File: config.mk
export PLATFORM = sky130hd
export DESIGN_NAME = tva_isqrt
export DESIGN_NICKNAME = d
export VERILOG_FILES = /design/src/tva_pkg.sv /design/src/tva_isqrt.sv
export SDC_FILE = /design/constraint.sdc
export NUM_CORES = 2
export LEC_CHECK = 0
export ABC_CLOCK_PERIOD_IN_PS = 4650
export BUFFER_PORTS_ARGS = -buffer_cell sky130_fd_sc_hd__buf_4
export CELL_PAD_IN_SITES_DETAIL_PLACEMENT = 1
export CELL_PAD_IN_SITES_GLOBAL_PLACEMENT = 1
export CORE_MARGIN = 2
export CORE_UTILIZATION = 35
export CTS_BUF_LIST = sky130_fd_sc_hd__clkbuf_4 sky130_fd_sc_hd__clkbuf_8
export CTS_CLUSTER_DIAMETER = 30
export DETAILED_ROUTE_END_ITERATION = 7
export PLACE_DENSITY_LB_ADDON = 0.1
export SETUP_SLACK_MARGIN = 0.3
export SLEW_MARGIN = 20
export SYNTH_ARGS = -nofsm -noshare
export SYNTH_HDL_FRONTEND = slang
export SYNTH_SLANG_ARGS = --single-unit
File: constraint.sdc
create_clock -name clk -period 4.65 [get_ports clk]
set_clock_uncertainty 0.1 [all_clocks]
set_input_delay 0.465 -clock clk [delete_from_list [all_inputs] [get_ports clk]]
set_output_delay 0.465 -clock clk [all_outputs]
set_load 0.03 [all_outputs]
File: src/tva_pkg.sv
// ----------------------------------------------------------------------------
// tva_pkg
// Widths, constants, types and helpers for the thrust-vector-to-attitude path.
// ----------------------------------------------------------------------------
package tva_pkg;

  localparam int ANGLE_BITS = 16;
  localparam int FORCE_BITS = 24;
  localparam int CORDIC_N   = 20;

  localparam int IN_W  = ((3 * ANGLE_BITS + 3 * FORCE_BITS + 7) / 8) * 8;
  localparam int OUT_W = ((2 * ANGLE_BITS + FORCE_BITS + 7) / 8) * 8;

  // internal angle, 2^-20 rad
  localparam int ZW = 25;
  localparam logic signed [ZW-1:0] PI_U      = 25'sd3294199;
  localparam logic signed [ZW-1:0] HALF_PI_U = 25'sd1647099;
  localparam logic signed [ZW-1:0] TWO_PI_U  = 25'sd6588397;

  // rotation CORDIC, Q1.30
  localparam int SC_W = 33;
  localparam int XW   = 34;
  localparam logic signed [XW-1:0] GAIN_Q30 = 34'sd652032874;
  localparam int SC_LAT = CORDIC_N + 2;

  // products
  localparam int PW    = 68;
  localparam int RXW   = FORCE_BITS + 2;
  localparam int CA_W  = SC_W + 1;
  localparam int PX_W  = FORCE_BITS + SC_W;
  localparam int PT_W  = 2 * SC_W;
  localparam int PM_W  = FORCE_BITS + CA_W;

  // square root
  localparam int SQ_IN_W = 2 * RXW;
  localparam int SQ_RW   = RXW;
  localparam int SQ_LAT  = SQ_RW;

  // vectoring CORDIC
  localparam int AT_IN_W  = RXW + 1;
  localparam int AT_NW    = AT_IN_W + 1;
  localparam int NORM_MSB = 40;
  localparam int AT_CW    = NORM_MSB + 5;
  localparam int AT_LAT   = CORDIC_N + 4;

  localparam logic signed [ANGLE_BITS:0] ANG_MAX = (ANGLE_BITS + 1)'(2 ** (ANGLE_BITS - 1) - 1);
  localparam logic signed [ANGLE_BITS:0] ANG_MIN = -ANG_MAX - 1;

  typedef logic signed [ANGLE_BITS-1:0] angle_t;
  typedef logic signed [FORCE_BITS-1:0] force_t;
  typedef logic signed [SC_W-1:0]       sc_t;

  typedef struct packed {
    force_t fx;
    force_t fy;
    force_t fz;
  } fvec_t;

  typedef struct packed {
    logic signed [RXW-1:0] rx;
    logic signed [RXW-1:0] sy;
    force_t                fz;
    logic                  flag;
  } side_t;

  // atan(2^-i), 2^-20 rad
  function automatic logic signed [ZW-1:0] atan_val(input int i);
    logic signed [ZW-1:0] v;
    case (i)
      0:  v = 25'sd823550;
      1:  v = 25'sd486170;
      2:  v = 25'sd256879;
      3:  v = 25'sd130396;
      4:  v = 25'sd65451;
      5:  v = 25'sd32757;
      6:  v = 25'sd16383;
      7:  v = 25'sd8192;
      8:  v = 25'sd4096;
      9:  v = 25'sd2048;
      10: v = 25'sd1024;
      11: v = 25'sd512;
      12: v = 25'sd256;
      13: v = 25'sd128;
      14: v = 25'sd64;
      15: v = 25'sd32;
      16: v = 25'sd16;
      17: v = 25'sd8;
      18: v = 25'sd4;
      19: v = 25'sd2;
      default: v = '0;
    endcase
    return v;
  endfunction

  // round Q1.30 product to integer
  function automatic logic signed [PW-31:0] rnd30(input logic signed [PW-1:0] p);
    logic signed [PW-1:0] q;
    q = p + PW'(64'sd536870912);
    return q[PW-1:30];
  endfunction

  function automatic logic [5:0] lead_one(input logic [AT_NW-1:0] m);
    logic [5:0] idx;
    idx = '0;
    for (int i = 0; i < AT_NW; i++) begin
      if (m[i]) idx = 6'(i);
    end
    return idx;
  endfunction

  function automatic angle_t out_angle(input logic signed [ZW-1:0] z);
    logic signed [ZW:0] s;
    logic signed [ZW:0] q;
    s = (ZW + 1)'(z) + (ZW + 1)'(64);
    q = s >>> 7;
    if (q > (ZW + 1)'(ANG_MAX)) return ANGLE_BITS'(ANG_MAX);
    if (q < (ZW + 1)'(ANG_MIN)) return ANGLE_BITS'(ANG_MIN);
    return ANGLE_BITS'(q);
  endfunction

endpackage

File: src/tva_isqrt.sv
// ----------------------------------------------------------------------------
// tva_isqrt
// Pipelined floor square root, one result bit per stage.
// ----------------------------------------------------------------------------
module tva_isqrt import tva_pkg::*; (
  input  logic               clk,
  input  logic               en,
  input  logic [SQ_IN_W-1:0] v,
  output logic [SQ_RW-1:0]   root_o
);

  logic [SQ_IN_W-1:0] rem [1:SQ_RW];
  logic [SQ_RW-1:0]   rt  [1:SQ_RW];

  for (genvar j = 0; j < SQ_RW; j++) begin : g_st
    localparam int B = SQ_RW - 1 - j;
    logic [SQ_IN_W+1:0] trial;
    logic [SQ_IN_W-1:0] r_in;
    logic [SQ_RW-1:0]   q_in;

    if (j == 0) begin : g_first
      assign r_in = v;
      assign q_in = '0;
    end else begin : g_next
      assign r_in = rem[j];
      assign q_in = rt[j];
    end

    assign trial = ((SQ_IN_W + 2)'(q_in) << (B + 1)) + ((SQ_IN_W + 2)'(1) << (2 * B));

    always_ff @(posedge clk) begin
      if (en) begin
        if ({2'b00, r_in} >= trial) begin
          rem[j+1] <= r_in - SQ_IN_W'(trial);
          rt[j+1]  <= q_in | (SQ_RW'(1) << B);
        end else begin
          rem[j+1] <= r_in;
          rt[j+1]  <= q_in;
        end
      end
    end
  end

  assign root_o = rt[SQ_RW];

endmodule

; After elaboration in Yosys (flattened, before gate mapping)
; Memories as Yosys holds them, arrays and structs flattened.
; Index checks and enable logic that the tools add are counted.
[classes]
n_lt_le_gt_ge = 26
addsub = 51
n_bitwise = 52
muxes = 208
[ops]
columns = cell, count
row1 = 52-bit two-way mux, 26
row2 = 26-bit two-way mux, 26
row3 = 1-bit two-way mux, 156
row4 = "51-bit by 49-bit adder with 52-bit output, second input constant", 1
row5 = 52-bit by 28-bit greater-or-equal comparator with 1-bit output, 1
row6 = 52-bit by 29-bit greater-or-equal comparator with 1-bit output, 1
row7 = 52-bit by 30-bit greater-or-equal comparator with 1-bit output, 1
row8 = 52-bit by 31-bit greater-or-equal comparator with 1-bit output, 1
row9 = 52-bit by 32-bit greater-or-equal comparator with 1-bit output, 1
row10 = 52-bit by 33-bit greater-or-equal comparator with 1-bit output, 1
row11 = 52-bit by 34-bit greater-or-equal comparator with 1-bit output, 1
row12 = 52-bit by 35-bit greater-or-equal comparator with 1-bit output, 1
row13 = 52-bit by 36-bit greater-or-equal comparator with 1-bit output, 1
row14 = 52-bit by 37-bit greater-or-equal comparator with 1-bit output, 1
row15 = 52-bit by 38-bit greater-or-equal comparator with 1-bit output, 1
row16 = 52-bit by 39-bit greater-or-equal comparator with 1-bit output, 1
row17 = 52-bit by 40-bit greater-or-equal comparator with 1-bit output, 1
row18 = 52-bit by 41-bit greater-or-equal comparator with 1-bit output, 1
row19 = 52-bit by 42-bit greater-or-equal comparator with 1-bit output, 1
row20 = 52-bit by 43-bit greater-or-equal comparator with 1-bit output, 1
row21 = 52-bit by 44-bit greater-or-equal comparator with 1-bit output, 1
row22 = 52-bit by 45-bit greater-or-equal comparator with 1-bit output, 1
row23 = 52-bit by 46-bit greater-or-equal comparator with 1-bit output, 1
row24 = 52-bit by 47-bit greater-or-equal comparator with 1-bit output, 1
row25 = 57 further kinds, 108
[totals]
input_bits = 54
n_memories = 2
output_inout_bits = 26
register_bits = 0
elab_cells = 339
ramBits = 2028
[mem_list]
columns = memory, words, width, read_ports, rd_clocked_by_memory_dff, write_ports, line_no
row1 = rem, 26, 52, 25, 0, 26, tva_isqrt.sv:12  ; logic [SQ_IN_W-1:0] rem [1:SQ_RW];
row2 = rt, 26, 26, 26, 0, 26, tva_isqrt.sv:13  ; logic [SQ_RW-1:0] rt [1:SQ_RW];

; Depth between registers and ports, before layout
; An unclocked memory read counts as a cell.
[logic_depth]
ltp_word = 7
ltp_mapped = 15
mapped_depth_nobuf = 13

; Worst setup path before layout
; No wires, ideal clock.
[synth_timing]
kind = register -> register
from = register rem[0][918] (netlist name)
to = register rem[0][982] (netlist name)
setup_ps = 271
path_slack_ps = 493
t_arrival_ps = 3785
stages_incl_launch_ff = 13
t_required_ps = 4279
synth_period_minus_slack_ps = 4157
path_buffers = 1
path_cell_list = edfxtp_1 -> ha_1 -> or4_4 -> or4_4 -> or4_4 -> or4_1 -> or2_1 -> or4_1 -> nor4_2 -> buf_4 -> a21o_4 -> nor4_1 -> xor2_1

==> metrics <==
outcome completed; TritonCTS buffer count 408; max cap viols 0; number of synthesized register bits 1651; drt pass-1 iters 5; WL per Instance 21.5 microns; vias in the first global route 53900; Initial Util 35.2%; NetSw 13.2 mW; Peak Freq 237 MHz; Net Sw Frac 28.3%; met2 wire length 118000 microns; GRT Util Overall 18.7%; syn nets 6580; Post-DRT Antenna Nets 0; Pint 33.5 mW; Max Root-Sink Buffers 4; sequential fraction of the synthesis area 63.6%; via/cell ratio 5.02; Post-Syn Area per Cell 12.7 sq um; initial antenna violation count 2; Top FF cell, synth edfxtp_1; sequential power share 43.5%; Area Overhead vs Synth 18.7%; First DRT Iteration DRCs 2615; highest metal used met4; Routability Congestion 0.852; pin count of the biggest net entering global routing 165; Layout fillers 23200; via count 50200; worst path required time 5.26 ns; LEAKAGE 35.1 nW; FFs w/ async S/R, synth 0%; num rows 173; fin. max-slew vios 0; H-tree levels 5; Clock power frac 40.0%; slew margin rel. 30.9%; Setup Viol. Count Final 0; Hold Path Class in -> reg; Logic pwr share 16.4%; # DRC 0; DP Wirelength 161000 microns; Ports 80; number of enable flip-flop cells after synthesis 1651; worst skew pair latency 1.07 ns; library cells used by synthesis 82; Hold Fails Final Rpt 0; CTS sink cnt 1651; mapped cell area 78000 sq um; DRT met1 WL 84400 microns; YS warnings 0; final wirelength 215000 microns; setup_tns 0 ns; CTS tree built; post-synthesis cell count 6152; global-route wire length before repair 327000 microns; met3 WL 6190 microns; RSZ-0062 raised after global routing no; Die ar. 227000 sq um; crit path time final 4.22 ns; slew of the pin with the lowest slew margin 1.04 ns; Clock transition at path regs 0.06 ns; port buffer count 79; CP startpoint kind register; crit end category register; worst-path fanout max 31; gr ovfl total 0; CTS root buf clkbuf_8; Die Y 476 microns; Nets 7126; Place WS 0.194 ns; Die Span X 476 microns; Worst VDD drop 301 uV; ratio of cells with drive above 1 in the final layout 13.0%; PnR worst setup slack 0.428 ns; Worst EP arrival 4.83 ns; Placeable Area 222000 sq um; Tcrit/Tclk final 90.8%; power per cell area 505 nW/um^2; kind of critical path reg -> reg
-- kinds of logic after synthesis --
kind of cell               Yosys count  synth area share, %
AOI/OAI and AO/OA                 1121                 8.80
xor gates and xnor gates           564                 6.33
adders and majority gates          374                 6.00
buffers and inverters              594                 2.88
DFF                               1651                 63.6
muxes                               45                0.632
and+or+nand+nor                   1803                 11.8
-- power by group through the flow --
stage | Sequential, mW | Clock [mW] | Combinational [mW]
after detailed placement | 20.6 | 0 | 7.62
after floorplan | 19.8 | 0 | 5.52
after global routing | 20.5 | 20.0 | 8.66
after CTS | 20.4 | 19.3 | 7.76
final | 20.3 | 18.7 | 7.69
after global placement | 20.6 | 0 | 7.53
-- timing repair --
action                     CTS  global route
pin swaps                    0             1
hold buffers               105             0
setup endpoints to repair   28            68
hold endpoints to repair   219             0
gates resized for setup      4            17
buffers inserted             2             0
-- layout make-up --
class                      instances  area (sq um)  share of cell area [%]
sequential                      1651         49600                    53.5
multi-input combinational       3907         26400                    28.5
clock buffer                     469          6120                    6.61
tap                             2975          3720                    4.02
clock inverter                   260          2650                    2.86
timing repair buffer             272          2440                    2.64
inverter                         458          1720                    1.86
antenna                            4          10.0                  0.0108
-- state kept, by name, indices dropped and copies added (netlist names) --
name and count:
rem 1300, rt 351
-- cell usage in the layout (no fill, tap or decap), types with 13 or more instances in the layout --
cell / synthesis / layout
a211oi_1: 20 / 20
a21boi_0: 15 / 13
a21o_1: 137 / 137
a21oi_1: 321 / 321
a31oi_1: 24 / 24
and3_1: 31 / 31
buf_4: 4 / 156
bufinv_16: 0 / 52
clkbuf_4: 0 / 53
clkbuf_8: 0 / 416
clkinv_1: 1 / 88
clkinv_2: 0 / 66
clkinvlp_4: 0 / 42
dlygate4sd3_1: 0 / 105
edfxtp_1: 1651 / 1651
ha_1: 374 / 373
inv_1: 457 / 457
mux2_2: 34 / 34
nand2_1: 469 / 469
nand2b_1: 73 / 73
nand3_1: 83 / 83
nand4_1: 88 / 88
nand4b_1: 13 / 13
nor2_1: 353 / 353
nor2b_1: 50 / 50
nor3_1: 185 / 184
nor4_1: 219 / 211
nor4b_1: 29 / 27
o211ai_1: 19 / 19
o21a_1: 65 / 65
o21ai_0: 353 / 352
o21bai_1: 24 / 22
o31ai_1: 26 / 26
or2_2: 20 / 20
or3_1: 65 / 62
or4_1: 53 / 52
xnor2_1: 240 / 240
xor2_1: 324 / 324
-- Yosys cell counts (8+ instances only) --
master,n,share of area [%]
o41ai_1,9,0.10
nand2b_1,73,0.59
inv_1,457,2.2
or3_1,65,0.52
and4b_1,8,0.10
nand4_1,88,0.71
nor4_1,219,1.8
a31oi_1,24,0.19
a21oi_1,321,2.1
a211oi_1,20,0.19
o21a_1,65,0.63
o211ai_1,19,0.18
nand4b_1,13,0.15
or4_1,53,0.51
nand3b_1,11,0.11
a211o_1,12,0.13
o21ai_0,353,2.3
a41oi_1,10,0.11
clkbuf_1,122,0.59
mux2i_1,11,0.14
nand2_1,469,2.3
nor3_1,185,1.2
or2_2,20,0.16
nor3b_1,13,0.13
nor2_1,353,1.7
nor2b_1,50,0.40
o31ai_1,26,0.25
o31a_1,8,0.090
xor2_1,324,3.6
ha_1,374,6.0
o21bai_1,24,0.23
and2_1,12,0.096
a21o_1,137,1.3
nor4b_1,29,0.33
xnor2_1,240,2.7
edfxtp_1,1651,64
a221oi_1,8,0.090
and4_1,10,0.11
and3_1,31,0.25
a21boi_0,15,0.14
mux2_2,34,0.49
nand3_1,83,0.53
-- worst paths after layout --
kind,to,cells past startpoint,startpoint,slack (ns)
setup / recovery,rem[0][956],12,rem[0][918],0.43
hold / removal,rem[0][102],4,v[50],0.27
setup reg to reg,rem[0][956],12,rem[0][918],0.43
hold reg to reg,rt[0][461],0,rt[0][435],0.29
-- layer usage --
metal | GRT usage [%] | vias to the layer above
li1 | - | 24200
met1 | 20.7 | 24900
met2 | 36.0 | 753
met3 | 2.89 | 396
met4 | 6.40 | 0
met5 | 0 | -
-- per-stage QoR --
step	util (%)	instances	instance area (sq um)	power, mW	hold slack, ns
detailed placement	37.3	9156	82600	28.3	0.335
finish	41.7	9996	92600	46.7	0.267
global route	41.7	9996	92600	49.2	0.172
global placement	37.3	9156	82600	28.2	0.325
floorplan	-	6152	78000	25.3	0.317
CTS	41.7	9992	92500	47.4	0.108
-- critical path, stage by stage (launching register included) --
cell	delay [ns]
edfxtp_1	0.40
ha_2	0.23
or4_4	0.44
or4_4	0.45
or4_4	0.45
or4_1	0.44
or2_1	0.25
or4_4	0.45
nor4_4	0.19
buf_6	0.16
buf_12	0.16
a211oi_1	0.07
a21o_1	0.16
No activity file was read; power rests on OpenSTA's default activity.
